## src/cpls_pkg.sv

```systemverilog
// types, codes and constants of the charge port lock sequencer
// no dependencies; used by the interfaces, the core, the top level and the checker
package cpls_pkg;

  localparam int MAX_PORTS = 8;
  localparam int PORTS_DEF = 6;

  localparam int KIND_W     = 2;
  localparam int PORT_W     = 3;
  localparam int STATE_W    = 3;
  localparam int MASK_W     = 6;
  localparam int TICK_W     = 8;
  localparam int PHASE_W    = 2;
  localparam int REG_IDX_W  = 1;
  localparam int CFG_DATA_W = 8;
  localparam int PORT_CMP_W = 4;

  // item kinds
  localparam logic [KIND_W-1:0] KIND_TICK  = 2'd0;
  localparam logic [KIND_W-1:0] KIND_STATE = 2'd1;
  localparam logic [KIND_W-1:0] KIND_QUERY = 2'd2;

  // port states
  localparam logic [STATE_W-1:0] ST_UNDEF        = 3'd0;
  localparam logic [STATE_W-1:0] ST_IDLE         = 3'd1;
  localparam logic [STATE_W-1:0] ST_DISCONNECTED = 3'd2;
  localparam logic [STATE_W-1:0] ST_CHARGE       = 3'd5;
  localparam logic [STATE_W-1:0] ST_FAN          = 3'd6;

  // sequencer phases
  localparam logic [PHASE_W-1:0] PH_IDLE   = 2'd0;
  localparam logic [PHASE_W-1:0] PH_DRIVE  = 2'd1;
  localparam logic [PHASE_W-1:0] PH_SETTLE = 2'd2;

  // register indexes
  localparam logic [REG_IDX_W-1:0] REG_DRIVE_TICKS  = 1'd0;
  localparam logic [REG_IDX_W-1:0] REG_SETTLE_TICKS = 1'd1;

  localparam logic [TICK_W-1:0] DRIVE_TICKS_RST  = 8'd60;
  localparam logic [TICK_W-1:0] SETTLE_TICKS_RST = 8'd10;

  typedef struct packed {
    logic [KIND_W-1:0]  kind;
    logic [PORT_W-1:0]  port;
    logic [STATE_W-1:0] new_state;
  } item_t;

  typedef struct packed {
    logic [MASK_W-1:0]  motor_enable;
    logic               drive_lock;
    logic               drive_unlock;
    logic               allowed;
    logic [MASK_W-1:0]  locked_mask;
    logic [PHASE_W-1:0] phase_now;
  } result_t;

  typedef struct packed {
    logic                  en;
    logic [REG_IDX_W-1:0]  index;
    logic [CFG_DATA_W-1:0] data;
  } cfg_wr_t;

endpackage

```

## src/cpls_if.sv

```systemverilog
// valid/ready channel interfaces for input words and result words
// depends on cpls_pkg for the field widths
interface cpls_item_if;
  logic                          valid;
  logic                          ready;
  logic [cpls_pkg::KIND_W-1:0]   kind;
  logic [cpls_pkg::PORT_W-1:0]   port;
  logic [cpls_pkg::STATE_W-1:0]  new_state;

  modport source (output valid, output kind, output port, output new_state, input ready);
  modport sink   (input valid, input kind, input port, input new_state, output ready);
endinterface

interface cpls_result_if;
  logic                          valid;
  logic                          ready;
  logic [cpls_pkg::MASK_W-1:0]   motor_enable;
  logic                          drive_lock;
  logic                          drive_unlock;
  logic                          allowed;
  logic [cpls_pkg::MASK_W-1:0]   locked_mask;
  logic [cpls_pkg::PHASE_W-1:0]  phase_now;

  modport source (output valid, output motor_enable, output drive_lock, output drive_unlock,
                  output allowed, output locked_mask, output phase_now, input ready);
  modport sink   (input valid, input motor_enable, input drive_lock, input drive_unlock,
                  input allowed, input locked_mask, input phase_now, output ready);
endinterface

```

## src/charge_port_lock_sequencer_top.sv

```systemverilog
// Charge port lock sequencer: drives one port lock motor at a time so that the
// confirmed lock mask follows the wanted lock mask set by port state words, and
// answers charge/fan permission queries from the confirmed mask. Every input word
// gives exactly one result word. Throughput is one word per clock while the result
// channel takes its words: a word is captured in the input register, its event and
// the start check are evaluated in one pass of the core logic against the state
// flops, and the result is registered in the output register once that register
// is free, from where the receiver takes it. The core state is written in the same
// cycle the word moves to the output register, which is what lets the next word
// follow directly behind. While a result word waits, the input register can still
// take one word; after that the input is held off until the output register drains.
// Configuration (drive_ticks, settle_ticks) is written through wr_en/wr_index/
// wr_data; there is no read-back. No clearing pass is needed after reset.
// depends on cpls_pkg, cpls_if and cpls_core
module charge_port_lock_sequencer_top #(
  parameter int PORTS = cpls_pkg::PORTS_DEF
) (
  input  logic                            clk,
  input  logic                            rst,
  input  logic                            wr_en,
  input  logic [cpls_pkg::REG_IDX_W-1:0]  wr_index,
  input  logic [cpls_pkg::CFG_DATA_W-1:0] wr_data,
  cpls_item_if.sink                       item,
  cpls_result_if.source                   result
);

  // input register
  logic              in_valid;
  cpls_pkg::item_t   in_word;

  // output register
  logic              out_valid;
  cpls_pkg::result_t out_word;

  cpls_pkg::result_t core_res;
  cpls_pkg::cfg_wr_t cfg;
  logic              advance;
  logic              out_free;

  // output register can take a new word when empty or being drained
  assign out_free = !out_valid || result.ready;
  // word in the input register goes through the core this cycle
  assign advance  = in_valid && out_free;
  // input register frees up whenever its word moves on
  assign item.ready = !in_valid || advance;

  assign cfg.en    = wr_en;
  assign cfg.index = wr_index;
  assign cfg.data  = wr_data;

  always_ff @(posedge clk) begin
    if (rst) begin
      in_valid  <= 1'b0;
      out_valid <= 1'b0;
    end else begin
      if (item.ready) in_valid <= item.valid;
      if (out_free)   out_valid <= in_valid;
    end
  end

  // payload registers, no reset
  always_ff @(posedge clk) begin
    if (item.valid && item.ready) begin
      in_word.kind      <= item.kind;
      in_word.port      <= item.port;
      in_word.new_state <= item.new_state;
    end
    if (advance) out_word <= core_res;
  end

  cpls_core #(
    .PORTS(PORTS)
  ) u_core (
    .clk (clk),
    .rst (rst),
    .cfg (cfg),
    .step(advance),
    .item(in_word),
    .res (core_res)
  );

  // result channel
  assign result.valid        = out_valid;
  assign result.motor_enable = out_word.motor_enable;
  assign result.drive_lock   = out_word.drive_lock;
  assign result.drive_unlock = out_word.drive_unlock;
  assign result.allowed      = out_word.allowed;
  assign result.locked_mask  = out_word.locked_mask;
  assign result.phase_now    = out_word.phase_now;

endmodule

```

## src/cpls_core.sv

```systemverilog
// lock sequencer state, configuration registers and the single-pass update logic
// depends on cpls_pkg
module cpls_core #(
  parameter int PORTS = cpls_pkg::PORTS_DEF
) (
  input  logic              clk,
  input  logic              rst,
  input  cpls_pkg::cfg_wr_t cfg,
  input  logic              step,
  input  cpls_pkg::item_t   item,
  output cpls_pkg::result_t res
);

  logic [cpls_pkg::TICK_W-1:0]  drive_ticks;
  logic [cpls_pkg::TICK_W-1:0]  settle_ticks;
  logic [PORTS-1:0]             confirmed, confirmed_next;
  logic [PORTS-1:0]             wanted, wanted_next;
  logic [cpls_pkg::PHASE_W-1:0] phase, phase_next;
  logic [cpls_pkg::PORT_W-1:0]  active_port, active_port_next;
  logic                         engaging, engaging_next;
  logic [cpls_pkg::TICK_W-1:0]  countdown, countdown_next;

  logic                           port_ok;
  logic [PORTS-1:0]               port_bit;
  logic [PORTS-1:0]               active_bit;
  logic [PORTS-1:0]               diff;
  logic [PORTS-1:0]               low_bit;
  logic [cpls_pkg::PORT_W-1:0]    first_port;
  logic [PORTS-1:0]               motor_bits;
  logic [cpls_pkg::MAX_PORTS-1:0] motor_wide;
  logic [cpls_pkg::MAX_PORTS-1:0] locked_wide;
  logic                           allowed;

  always_comb begin
    confirmed_next   = confirmed;
    wanted_next      = wanted;
    phase_next       = phase;
    active_port_next = active_port;
    engaging_next    = engaging;
    countdown_next   = countdown;
    allowed          = 1'b1;

    port_ok    = cpls_pkg::PORT_CMP_W'(item.port) < cpls_pkg::PORT_CMP_W'(PORTS);
    port_bit   = PORTS'(1) << item.port;
    active_bit = PORTS'(1) << active_port;

    // event of the word
    case (item.kind)
      cpls_pkg::KIND_TICK: begin
        if (phase != cpls_pkg::PH_IDLE) begin
          if (countdown > cpls_pkg::TICK_W'(1)) begin
            countdown_next = countdown - cpls_pkg::TICK_W'(1);
          end else if (phase == cpls_pkg::PH_DRIVE) begin
            confirmed_next = engaging ? (confirmed | active_bit) : (confirmed & ~active_bit);
            phase_next     = cpls_pkg::PH_SETTLE;
            countdown_next = settle_ticks;
          end else begin
            phase_next     = cpls_pkg::PH_IDLE;
            countdown_next = '0;
          end
        end
      end
      cpls_pkg::KIND_STATE: begin
        if (port_ok) begin
          if (item.new_state == cpls_pkg::ST_IDLE ||
              item.new_state == cpls_pkg::ST_DISCONNECTED) begin
            wanted_next = wanted & ~port_bit;
          end else if (item.new_state != cpls_pkg::ST_UNDEF) begin
            wanted_next = wanted | port_bit;
          end
        end
      end
      cpls_pkg::KIND_QUERY: begin
        if (item.new_state == cpls_pkg::ST_CHARGE || item.new_state == cpls_pkg::ST_FAN) begin
          allowed = port_ok && |(confirmed & port_bit);
        end
      end
      default: begin
      end
    endcase

    // start check: lowest port whose wanted and confirmed bits differ
    diff       = confirmed_next ^ wanted_next;
    low_bit    = diff & (~diff + PORTS'(1));
    first_port = '0;
    for (int i = 0; i < PORTS; i++) begin
      if (low_bit[i]) first_port = cpls_pkg::PORT_W'(i);
    end
    if (phase_next == cpls_pkg::PH_IDLE && |diff) begin
      active_port_next = first_port;
      engaging_next    = |(wanted_next & low_bit);
      phase_next       = cpls_pkg::PH_DRIVE;
      countdown_next   = drive_ticks;
    end

    motor_bits = (phase_next == cpls_pkg::PH_DRIVE) ? (PORTS'(1) << active_port_next) : '0;
    motor_wide = '0;
    motor_wide[PORTS-1:0] = motor_bits;
    locked_wide = '0;
    locked_wide[PORTS-1:0] = confirmed_next;

    res.motor_enable = motor_wide[cpls_pkg::MASK_W-1:0];
    res.drive_lock   = (phase_next == cpls_pkg::PH_DRIVE) && engaging_next;
    res.drive_unlock = (phase_next == cpls_pkg::PH_DRIVE) && !engaging_next;
    res.allowed      = allowed;
    res.locked_mask  = locked_wide[cpls_pkg::MASK_W-1:0];
    res.phase_now    = phase_next;
  end

  always_ff @(posedge clk) begin
    if (rst) begin
      drive_ticks  <= cpls_pkg::DRIVE_TICKS_RST;
      settle_ticks <= cpls_pkg::SETTLE_TICKS_RST;
      confirmed    <= '1;
      wanted       <= '0;
      phase        <= cpls_pkg::PH_IDLE;
      active_port  <= '0;
      engaging     <= 1'b0;
      countdown    <= '0;
    end else begin
      if (cfg.en) begin
        case (cfg.index)
          cpls_pkg::REG_DRIVE_TICKS:  drive_ticks  <= cfg.data;
          cpls_pkg::REG_SETTLE_TICKS: settle_ticks <= cfg.data;
          default: begin
          end
        endcase
      end
      if (step) begin
        confirmed   <= confirmed_next;
        wanted      <= wanted_next;
        phase       <= phase_next;
        active_port <= active_port_next;
        engaging    <= engaging_next;
        countdown   <= countdown_next;
      end
    end
  end

endmodule

```

## src/flat_wrapper.sv

```systemverilog
// flat-port wrapper written by rule: the top's interface ports become plain ports
module charge_port_lock_sequencer_top_flat 
#(
  parameter int PORTS = cpls_pkg::PORTS_DEF
)
  (clk, rst, wr_en, wr_index, wr_data, item_valid, item_kind, item_port, item_new_state, item_ready, result_valid, result_motor_enable, result_drive_lock, result_drive_unlock, result_allowed, result_locked_mask, result_phase_now, result_ready);
  cpls_item_if item_i ();
  cpls_result_if result_i ();
  input  logic clk;
  input  logic rst;
  input  logic wr_en;
  input  logic [cpls_pkg::REG_IDX_W-1:0] wr_index;
  input  logic [cpls_pkg::CFG_DATA_W-1:0] wr_data;
  input wire logic [$bits(item_i.valid)-1:0] item_valid;
  input wire logic [$bits(item_i.kind)-1:0] item_kind;
  input wire logic [$bits(item_i.port)-1:0] item_port;
  input wire logic [$bits(item_i.new_state)-1:0] item_new_state;
  output wire logic [$bits(item_i.ready)-1:0] item_ready;
  output wire logic [$bits(result_i.valid)-1:0] result_valid;
  output wire logic [$bits(result_i.motor_enable)-1:0] result_motor_enable;
  output wire logic [$bits(result_i.drive_lock)-1:0] result_drive_lock;
  output wire logic [$bits(result_i.drive_unlock)-1:0] result_drive_unlock;
  output wire logic [$bits(result_i.allowed)-1:0] result_allowed;
  output wire logic [$bits(result_i.locked_mask)-1:0] result_locked_mask;
  output wire logic [$bits(result_i.phase_now)-1:0] result_phase_now;
  input wire logic [$bits(result_i.ready)-1:0] result_ready;
  assign item_i.valid = item_valid;
  assign item_i.kind = item_kind;
  assign item_i.port = item_port;
  assign item_i.new_state = item_new_state;
  assign item_ready = item_i.ready;
  assign result_valid = result_i.valid;
  assign result_motor_enable = result_i.motor_enable;
  assign result_drive_lock = result_i.drive_lock;
  assign result_drive_unlock = result_i.drive_unlock;
  assign result_allowed = result_i.allowed;
  assign result_locked_mask = result_i.locked_mask;
  assign result_phase_now = result_i.phase_now;
  assign result_i.ready = result_ready;
  charge_port_lock_sequencer_top #(.PORTS(PORTS)) u_core (.clk(clk), .rst(rst), .wr_en(wr_en), .wr_index(wr_index), .wr_data(wr_data), .item(item_i), .result(result_i));
endmodule
```

## config.mk

```make
export PLATFORM = sky130hd
export DESIGN_NAME = charge_port_lock_sequencer_top_flat
export DESIGN_NICKNAME = d
export VERILOG_FILES = /design/src/cpls_pkg.sv /design/src/cpls_if.sv /design/src/charge_port_lock_sequencer_top.sv /design/src/cpls_core.sv /design/src/flat_wrapper.sv
export SDC_FILE = /design/constraint.sdc
export NUM_CORES = 1
export LEC_CHECK = 0
export ABC_CLOCK_PERIOD_IN_PS = 3100
export CORE_ASPECT_RATIO = 1.4
export CORE_MARGIN = 2
export CORE_UTILIZATION = 57
export CTS_BUF_LIST = sky130_fd_sc_hd__clkbuf_16
export CTS_CLUSTER_DIAMETER = 50
export DETAILED_ROUTE_END_ITERATION = 10
export DONT_BUFFER_PORTS = 1
export PLACE_DENSITY_LB_ADDON = 0.1
export SETUP_SLACK_MARGIN = 0.3
export SYNTH_ARGS = -nofsm -noshare
export SYNTH_HDL_FRONTEND = slang
export SYNTH_SLANG_ARGS = --single-unit
```

## constraint.sdc

```tcl
create_clock -name clk -period 3.1 [get_ports clk]
set_input_delay 0.155 -clock clk [delete_from_list [all_inputs] [get_ports clk]]
set_output_delay 0.155 -clock clk [all_outputs]
set_load 0.02 [all_outputs]
```

### Word-level counts from Yosys, hierarchy flattened

Index checks and enable logic that the tools add are counted.

| operators by class | value |
|---|---|
| magnitude comparators | 2 |
| $add $sub $neg | 2 |
| bitwise logic cells | 12 |
| shifts and indexed selects | 3 |
| eq/ne operators | 8 |
| reduce and logical (&&, ||, !) cells | 26 |
| multiplexer cells | 26 |

Operators with widths:

| operator | count |
|---|---|
| 6-bit two-way mux | 9 |
| 8-bit two-way mux | 5 |
| 6-bit AND | 5 |
| 6-bit NOT | 3 |
| 6-bit OR reduction | 3 |
| 1-bit by 3-bit left shift with 6-bit output, first input constant | 3 |
| 3-bit two-way mux | 5 |
| 6-bit OR | 2 |
| 2-bit two-way mux | 5 |
| 8-bit by 1-bit greater-than comparator with 1-bit output, second input constant | 1 |
| 8-bit by 1-bit subtractor with 8-bit output, second input constant | 1 |
| 6-bit by 1-bit adder with 6-bit output, second input constant | 1 |
| 2-bit by 1-bit equality test with 1-bit output, second input constant | 3 |
| 3-bit equality test, second input constant | 2 |
| 1-bit logical AND | 6 |
| 2-bit AND reduction | 3 |
| 2-bit nonzero test | 3 |
| 6-bit XOR | 1 |
| 2-bit zero test | 2 |
| 1-bit logical OR | 4 |
| 3-bit by 1-bit equality test with 1-bit output, second input constant | 1 |
| 3-bit by 2-bit equality test with 1-bit output, second input constant | 1 |
| 1-bit zero test | 3 |
| 3-bit < comparator, second input constant | 1 |
| 5 further kinds | 6 |

| word-level totals | value |
|---|---|
| register bits | 69 |
| bits of input ports | 22 |
| output and inout bits | 19 |
| logic and storage cells | 98 |

### Longest topological paths before layout

Gate-level depths: netlist of run 1.

| depth | value |
|---|---|
| depth after elaboration | 19 |
| mapped depth | 16 |
| gate-level depth less buffers | 12 |

### Hierarchy

From an unflattened synthesis of run 1, not the netlist that was laid out.

| unflattened totals | value |
|---|---|
| cells, all modules | 397 |
| area, all modules | 3682.3 um^2 |

Modules (own cells, without submodules):

| module | instances | area each (um^2) | cells an instance | seq. area each (um^2) |
|---|---|---|---|---|
| cpls_core | 1 | 2827.7 | 362 | 840.8 |
| charge_port_lock_sequencer_top | 1 | 854.6 | 35 | 790.8 |

### Least setup slack after synthesis of run 1

Ideal clock, no wire load.

| timing | value |
|---|---|
| path type | reg-to-reg |
| from | register u_core.u_core.countdown[0] (netlist name) |
| to | register u_core.out_word (netlist bit u_core.result.motor_enable[1]), data pin |
| setup slack | -0.181 ns |
| clock period less this slack | 3.281 ns |
| cell stages (with the launch flop) | 17 |
| buffers on the path | 4 |
| required time | 2.924 ns |
| arrival time | 3.105 ns |
| setup time | 0.176 ns |
| cell sequence | dfxtp_1 > inv_1 > ha_1 > or2_1 > and4_1 > buf_4 > buf_6 > nand3_1 > nor2_1 > a21oi_1 > ha_1 > and3_1 > buf_2 > a31oi_2 > buf_4 > nor2_1 > nor4_1 |

| between the ends | value |
|---|---|
| longest elaborated chain between the ends | 15 |
| elaborated cells on any way between the ends | 23 |
| classes of those cells | 1 x add/sub; 1 x order compare; 1 x eq/ne; 1 x shift; 13 x mux; 3 x bitwise; 3 x reduce/logical |

RTL lines:

| item | line | text |
|---|---|---|
| from (decl) | cpls_core.sv:21 | `logic [cpls_pkg::TICK_W-1:0] countdown, countdown_next;` |
| from (signal assigned) | cpls_core.sv:135 | `countdown <= countdown_next;` |
| 8-bit by 1-bit greater-than comparator with 1-bit output * | cpls_core.sv:51 | `if (countdown > cpls_pkg::TICK_W'(1)) begin` |
| 6-bit two-way mux | cpls_core.sv:51 |  |
| 6-bit two-way mux | cpls_core.sv:50 | `if (phase != cpls_pkg::PH_IDLE) begin` |
| 6-bit two-way mux | cpls_core.sv:48 | `case (item.kind)` |
| 6-bit XOR | cpls_core.sv:83 | `diff = confirmed_next ^ wanted_next;` |
| 6-bit NOT | cpls_core.sv:84 | `low_bit = diff & (~diff + PORTS'(1));` |
| 6-bit by 1-bit adder with 6-bit output | cpls_core.sv:84 |  |
| 6-bit AND | cpls_core.sv:84 |  |
| 1-bit two-way mux | cpls_core.sv:87 | `if (low_bit[i]) first_port = cpls_pkg::PORT_W'(i);` |
| 3-bit two-way mux (4 in series) | cpls_core.sv:87 |  |
| 3-bit two-way mux | cpls_core.sv:89 | `if (phase_next == cpls_pkg::PH_IDLE && \|diff) begin` |
| 1-bit by 3-bit left shift with 6-bit output | cpls_core.sv:96 | `motor_bits = (phase_next == cpls_pkg::PH_DRIVE) ? (PORTS'(1) << active_port_next) : '0;` |
| to (signal assigned) | charge_port_lock_sequencer_top.sv:68 | `if (advance) out_word <= core_res;` |
| to (decl) | charge_port_lock_sequencer_top.sv:33 | `cpls_pkg::result_t out_word;` |

Every way passes the cells marked *; elsewhere a longest branch is shown, timed or not.
A chain may end at the register's enable or synchronous reset.

### Final worst setup path of run 1

| timing | value |
|---|---|
| from | register u_core.in_word[6] (netlist name) |
| to | register u_core.u_core.countdown[4] (netlist name) |

| between the ends | value |
|---|---|
| longest elaborated chain between the ends | 7 |
| elaborated cells on any way between the ends | 13 |
| classes of those cells | 1 x eq/ne; 4 x mux; 1 x bitwise; 7 x reduce/logical |

RTL lines:

| item | line | text |
|---|---|---|
| from (decl) | charge_port_lock_sequencer_top.sv:29 | `cpls_pkg::item_t in_word;` |
| 2-bit by 1-bit equality test with 1-bit output or 2-bit zero test (tied branches) | cpls_core.sv:48 |  |
| 6-bit two-way mux | cpls_core.sv:48 |  |
| 6-bit XOR | cpls_core.sv:83 |  |
| 6-bit OR reduction | cpls_core.sv:89 |  |
| 1-bit logical AND | cpls_core.sv:89 |  |
| 2-bit nonzero test (no line) | n/a |  |
| 3-bit AND reduction (no line) | n/a |  |

Parallel ways exist; a longest one is shown, timed or not.

==> results of run 1 <==
critical path, stage by stage (launching register included):
cell and delay [ns]:
edfxtp_1 0.50, nor4b_4 0.34, nand4_1 0.17, or3_4 0.39, and3_4 0.21, nor4_4 0.34
buf_6 0.19, a31oi_4 0.14, buf_8 0.19, mux2i_4 0.18, a211oi_2 0.24
state kept, by name, summed over array words and instances (netlist names), 3 cells and up:
| register | count |
|---|---|
| u_core.u_core.wanted | 6 |
| u_core.u_core.confirmed | 6 |
| u_core.u_core.active_port | 3 |
| u_core.result.locked_mask | 6 |
| u_core.u_core.drive_ticks | 8 |
| u_core.in_word | 8 |
| u_core.u_core.countdown | 8 |
| u_core.u_core.settle_ticks | 8 |
| u_core.result.motor_enable | 6 |
area by class of cell:
cell class | count | area share, %
Sequential cell | 69 | 35.57
Tap cell | 72 | 1.949
Clock buffer | 9 | 4.873
Inverter | 13 | 1.056
Timing Repair Buffer | 53 | 10.37
Multi-Input combinational cell | 298 | 45.26
Clock inverter | 7 | 0.9204
worst max path at each step:
stage	start	cells past startpoint	slack, ns	to
after global placement	u_core.u_core.countdown[2]	10	0.10	u_core.u_core.countdown[2]
after CTS	u_core.in_word[6]	9	0.31	u_core.result.motor_enable[2]
final	u_core.in_word[6]	10	0.12	u_core.u_core.countdown[4]
after floorplan	u_core.u_core.countdown[1]	16	0.30	u_core.u_core.countdown[3]
after global routing	u_core.in_word[6]	10	0.02	u_core.u_core.countdown[4]
after detailed placement	u_core.u_core.countdown[2]	10	0.04	u_core.u_core.countdown[4]
per-stage QoR:
step                      utilization [%]  instances  cell area, sq um  hold slack, ns  total power, mW
after detailed placement            61.34        466              3757          0.2298            1.388
after global placement              61.34        466              3757          0.2257            1.380
after global routing                75.45        521              4622         0.01486            2.504
after CTS                           71.38        509              4373         0.01349            2.355
final                               75.45        521              4622         0.01360            2.421
after floorplan                         -        397              3660          0.2539            1.319
Yosys cell counts (2+ instances only):
| cell | count |
|---|---|
| a211oi_2 | 3 |
| o22ai_1 | 5 |
| nor2_1 | 27 |
| nor3_1 | 11 |
| nand2b_1 | 6 |
| nor4_4 | 3 |
| nor4_1 | 4 |
| or2_1 | 2 |
| o31a_1 | 2 |
| buf_4 | 2 |
| nor4b_1 | 2 |
| a211oi_1 | 7 |
| dfxtp_1 | 44 |
| o211ai_1 | 5 |
| inv_1 | 11 |
| a21oi_1 | 33 |
| and4_1 | 2 |
| a31o_2 | 4 |
| or3_1 | 2 |
| nand3_1 | 20 |
| nand4_1 | 4 |
| and2_1 | 4 |
| xnor2_1 | 3 |
| a21o_1 | 3 |
| o41ai_1 | 2 |
| ha_1 | 3 |
| a31oi_1 | 4 |
| nor2b_1 | 3 |
| a311oi_2 | 2 |
| o21ai_0 | 23 |
| nand4_2 | 2 |
| buf_1 | 3 |
| edfxtp_1 | 25 |
| clkbuf_1 | 10 |
| buf_6 | 2 |
| mux2i_1 | 6 |
| and3_1 | 6 |
| nand2_1 | 66 |
power by group:
group	internal (mW)	switching, mW	total [mW]
clock	0.534	0.385	0.919
sequential	0.994	0.0617	1.06
combinational	0.191	0.256	0.446
metal layers:
layer  routed length [um]  track usage, %  vias to the layer above
met5                    0               0                        -
li1                     -               -                     1574
met1                 3763           29.73                     1617
met2                 5642           55.36                      164
met4                  379           13.79                        0
met3                  496           5.187                       40
kinds of logic after synthesis:
logic type / synth area share [%]
simple gates: 26.02
compound gates: 20.04
flops: 45.67
buf+inv: 3.923
mux: 2.312
xor+xnor: 0.9809
fa+ha+maj: 1.051
repair_timing:
| item | CTS | global route |
|---|---|---|
| pin swaps | 6 | 22 |
| resized for setup | 26 | 40 |
| buffers inserted | 8 | 11 |
| endpoints found under the setup margin | 18 | 19 |
| hold endpoints to repair | 44 | 0 |
| cloned | 1 | 1 |
| hold buffers | 18 | 0 |
==> impl_metrics.yaml, run 1 <==
power_and_ir_drop:
  vdd_drop_max_mv: 0.3102
  p_per_area_mw_per_mm2: 523.8
  power_leakage_nw: 1.701
route:
  drt_iter0_drc: 293
  drt-vias-per-instance: 6.516
  routed_wirelength_um: 10280
  ant_nets: 0
  drc: 0
  wl_per_cell_um: 19.73
  detail_route.first_pass.iterations: 5
  vias: 3395
timing:
  fin_crit_sh_pct: 96.19
  worstMarginPinSlew_ns: 0.5388
  clock_skew_ns: 0.006762
  setup_slack_ns: 0.1181
  hold_viol: 0
  tns_ns: 0
  min_period_ns: 2.982
  rsz0062_at_grt: "yes"
  slew_headroom_pct: 64.04
  final-setup-viol-count: 0
  max_freq_ghz: 0.3354
  drv_slew: 0
min_path:
  worst_hold_path_type: "in -> reg"
  worstHoldPathCells: 2
  min_to: "u_core.u_core.settle_ticks[5]"
  min-delay-start: "wr_data[5]"
critical_path:
  critPathArrivalTime_ns: 3.22
  r2r_cells: 10
  cp_data_required_time_ns: 3.34
  reg2reg_slack_ns: 0.12
  crit_path_start_kind: "register"
  path_class: "reg -> reg"
  worst_setup_path_end_kind: "register"
  r2r-start: "u_core.in_word[6]"
  cp_max_fo: 8
  reg2reg_to: "u_core.u_core.countdown[4]"
floorplanning:
  die_area_sq_mm: 0.006925
  core_area_sq_mm: 0.006126
  fp.dieW_um: 70.91
  io_pins: 41
  die-height_um: 97.67
  rows: 34
  start_util_pct: 58.31
synth:
  yosys_warnings: 0
  synth-edff-count: 25
  yosysSeqAreaShare_pct: 45.67
  yosys.area.top_type_share_pct: 24.66
  yosys_register_bits: 69
  ys_top_cells_by_area: "dfxtp_1, edfxtp_1, nand2_1"
  synthCells: 397
  synth-main-ff-cell: "dfxtp_1"
  ys_types: 69
  yosys.area.top_type: "dfxtp_1"
  syn_nets: 422
  syn_area_per_cell_sq_um: 8.998
  synthesis.area_sq_mm: 0.003572
  async_flop_share_pct: 0
run:
  cap_viol_max_count: 0
clock_network:
  htree_levels: 3
  clkSlewWorstSetupHoldPaths_ns: 0.05
  clock_sinks: 69
  cts_buffers: 9
  cts_buffer_depth: 2
  clock-root-buffer: "clkbuf_16"
  clk_latency_ns: 0.34
  cts_tree: "built"
layout:
  drive_gt1_share_pct: 27.39
  layout_commonest_cell: "nand2_1"
  antenna_cells: 0
  syn2layout_area_growth_pct: 29.39
  register_area_sq_mm: 0.001644
  fin_nets: 469
  final_cell_mix: "nand2_1, dfxtp_1, buf_4, a21oi_1, edfxtp_1"
  n_fill_cell: 442
  multi_input_area_sq_mm: 0.002092
outcome:
  outcome: "finished, final reports clean"
placed_design:
  port_buffers: 0
  place_ws_ns: 0.04224
  hpwl_um: 6365
  gp_congestion: 0.9643
grt:
  grt_pass1_wl_um: 15810
  overflow: 0
  grt_max_degree: 35
  grt_pass1_vias: 3296
  grt_usage_pct: 29.14
  antenna_found_initial: 0
Power figures use the tool's default switching activity.
==> run 2: changes to the inputs <==
--- a/config.mk
+++ b/config.mk
@@ -6,13 +6,13 @@
 export NUM_CORES = 1
 export LEC_CHECK = 0
 export ABC_CLOCK_PERIOD_IN_PS = 3100
+export BUFFER_PORTS_ARGS = -buffer_cell sky130_fd_sc_hd__buf_2
 export CORE_ASPECT_RATIO = 1.4
 export CORE_MARGIN = 2
-export CORE_UTILIZATION = 57
+export CORE_UTILIZATION = 53
 export CTS_BUF_LIST = sky130_fd_sc_hd__clkbuf_16
 export CTS_CLUSTER_DIAMETER = 50
 export DETAILED_ROUTE_END_ITERATION = 10
-export DONT_BUFFER_PORTS = 1
 export PLACE_DENSITY_LB_ADDON = 0.1
 export SETUP_SLACK_MARGIN = 0.3
 export SYNTH_ARGS = -nofsm -noshare
==> impl_metrics.yaml, run 2 (synthesis gave the netlist of run 1 again) <==
critical_path:
  crit_path_start_kind: "register"
  crit_end: "u_core.result.motor_enable[0]"
  r2r_cells: 9
  path_class: "reg -> reg"
  critPathArrivalTime_ns: 3.05
  worstPathCellList: "nor4b_2 -> nand4_1 -> or3_4 -> and3_4 -> nor4_4 -> buf_6 -> a31oi_4 -> or2_4 -> a211oi_2"
  reg2reg_to: "u_core.result.motor_enable[0]"
  crit_cells: 9
  cp_data_required_time_ns: 3.28
  critPathBufInv: 1
  cp_max_fo: 6
  cpPeakStageDelay_ns: 0.48
  r2r-start: "u_core.in_word[7]"
  critPathLaunch: "u_core.in_word[7]"
  cp_slowest_cell: "edfxtp_1"
  reg2reg_slack_ns: 0.23
  worst_setup_path_end_kind: "register"
  path_delay_family: "simple AND/OR/NAND/NOR gates"
route:
  routed_wirelength_um: 9259
  drc: 0
  wl_met2_um: 4988
  ant_nets: 0
  wl_met1_um: 3573
  detail_route.first_pass.iterations: 5
  vias: 3265
  top_layer: "met4"
  dr_wl_met3_um: 336
  drt-vias-per-instance: 6.024
  wl_per_cell_um: 17.08
  drt_iter0_drc: 195
timing:
  min_period_ns: 2.873
  fin_crit_sh_pct: 92.67
  clock_skew_ns: 0.004613
  holdWs_ns: 0.001260
  slew_headroom_pct: 55.05
  max_freq_ghz: 0.3481
  rsz0062_at_grt: "yes"
  hold_viol: 0
  worstMarginPinSlew_ns: 0.6743
  drv_slew: 0
  tns_ns: 0
  setup_slack_ns: 0.2271
  final-setup-viol-count: 0
outcome:
  outcome: "finished, final reports clean"
grt:
  grt_pass1_wl_um: 14840
  grt_max_degree: 32
  antenna_found_initial: 0
  grt_pass1_vias: 3203
  grt_usage_pct: 26.37
  overflow: 0
clock_network:
  clk_latency_ns: 0.34
  cts_tree: "built"
  clock_sinks: 69
  clock-root-buffer: "clkbuf_16"
  cts_buffer_depth: 2
  clkSlewWorstSetupHoldPaths_ns: 0.06
  cts_buffers: 9
  htree_levels: 3
layout:
  fin_nets: 488
  fin_cells: 542
  layout_commonest_cell: "nand2_1"
  final_cell_area_sq_mm: 0.004613
  n_fill_cell: 512
  drive_gt1_share_pct: 30.77
  syn2layout_area_growth_pct: 29.14
  antenna_cells: 0
  final_cell_mix: "nand2_1, buf_2, dfxtp_1, a21oi_1, edfxtp_1"
placed_design:
  numPlacedInstances: 511
  port_buffers: 40
  place_ws_ns: 0.03263
  hpwl_um: 6413
  gp_congestion: 0.9391
  placed_area_sq_mm: 0.003995
floorplanning:
  io_pins: 41
  fp.dieW_um: 73.39
  die-height_um: 101.1
  core_area_sq_mm: 0.006569
  rows: 35
  die_area_sq_mm: 0.007422
  start_util_pct: 54.38
power_and_ir_drop:
  comb_power_share_pct: 16.3
  power_leakage_nw: 1.753
  p_per_area_mw_per_mm2: 556.4
  p_switching_mw: 0.6923
  seq_power_share_pct: 40.6
  vdd_drop_max_mv: 0.4473
  internal_power_mw: 1.874
  clkPwrFrac_pct: 43.1
  swShare_pct: 26.97
min_path:
  worst_hold_path_type: "in -> reg"
run:
  cap_viol_max_count: 0
[run 2: cell count changes in the layout (fill, tap and decap cells not counted), moves of 3 or more]
cell / delta
buf_4: -8
o21ai_0: +3
dlygate4sd3_1: -11
buf_2: +41
clkinv_2: -3
o21ai_2: -3
[run 2: worst min-delay path by stage]
| stage | end | depth (start not counted) | slack [ns] | from |
|---|---|---|---|---|
| 2_1_floorplan | u_core.in_word[0] | 0 | 0.25 | item_new_state[0] |
| 3_3_place_gp | u_core.in_word[0] | 1 | 0.33 | item_new_state[0] |
| 3_5_place_dp | u_core.in_word[1] | 1 | 0.33 | item_new_state[1] |
| 4_1_cts | u_core.in_word[7] | 1 | 0.0006 | item_kind[1] |
| 5_1_grt | u_core.in_word[7] | 1 | 0.002 | item_kind[1] |
| 6_report | u_core.in_word[7] | 1 | 0.001 | item_kind[1] |
[run 2: routing by layer]
metal,vias to the layer above,track usage (%)
li1,1616,-
met1,1522,27.83
met2,101,48.37
met3,26,3.781
met4,0,15.80
met5,-,0
[run 2: what timing repair did]
item | 4_1_cts | 5_1_grt
cloned | 0 | 1
endpoints found under the hold margin | 6 | 0
setup endpoints to repair | 19 | 19
buffers inserted | 4 | 4
gates resized for setup | 11 | 33
hold buffers | 6 | 0
pin swaps | 4 | 11
[run 2: layout make-up]
cell class / count / area, sq um / share of cell area (%)
multi-input cells: 297 / 2024 / 43.88
flip-flops and latches: 69 / 1638 / 35.50
repair buffers: 73 / 488.0 / 10.58
clock buffers: 9 / 225.2 / 4.882
clock inverters: 7 / 96.34 / 2.088
well taps: 74 / 92.59 / 2.007
inverters: 13 / 48.80 / 1.058
[run 2: power by group through the flow]
stage | Sequential, mW | Combinational, mW | Clock, mW
2_1_floorplan | 1.06 | 0.262 | 0
3_3_place_gp | 1.05 | 0.362 | 0
3_5_place_dp | 1.06 | 0.367 | 0
4_1_cts | 1.04 | 0.388 | 1.12
5_1_grt | 1.05 | 0.460 | 1.15
6_report | 1.04 | 0.419 | 1.11
[run 2: worst reg2reg max path: stages, from the launching register on]
cell and delay [ns]:
edfxtp_1 0.48, nor4b_2 0.36, nand4_1 0.15, or3_4 0.37
and3_4 0.21, nor4_4 0.34, buf_6 0.18, a31oi_4 0.14
or2_4 0.28, a211oi_2 0.21
[run 2: metrics by stage]
step / utilization, % / total power, mW
floorplan: - / 1.319
global placement: 60.82 / 1.417
detailed placement: 60.82 / 1.423
CTS: 67.70 / 2.543
global route: 70.23 / 2.658
finish: 70.23 / 2.567
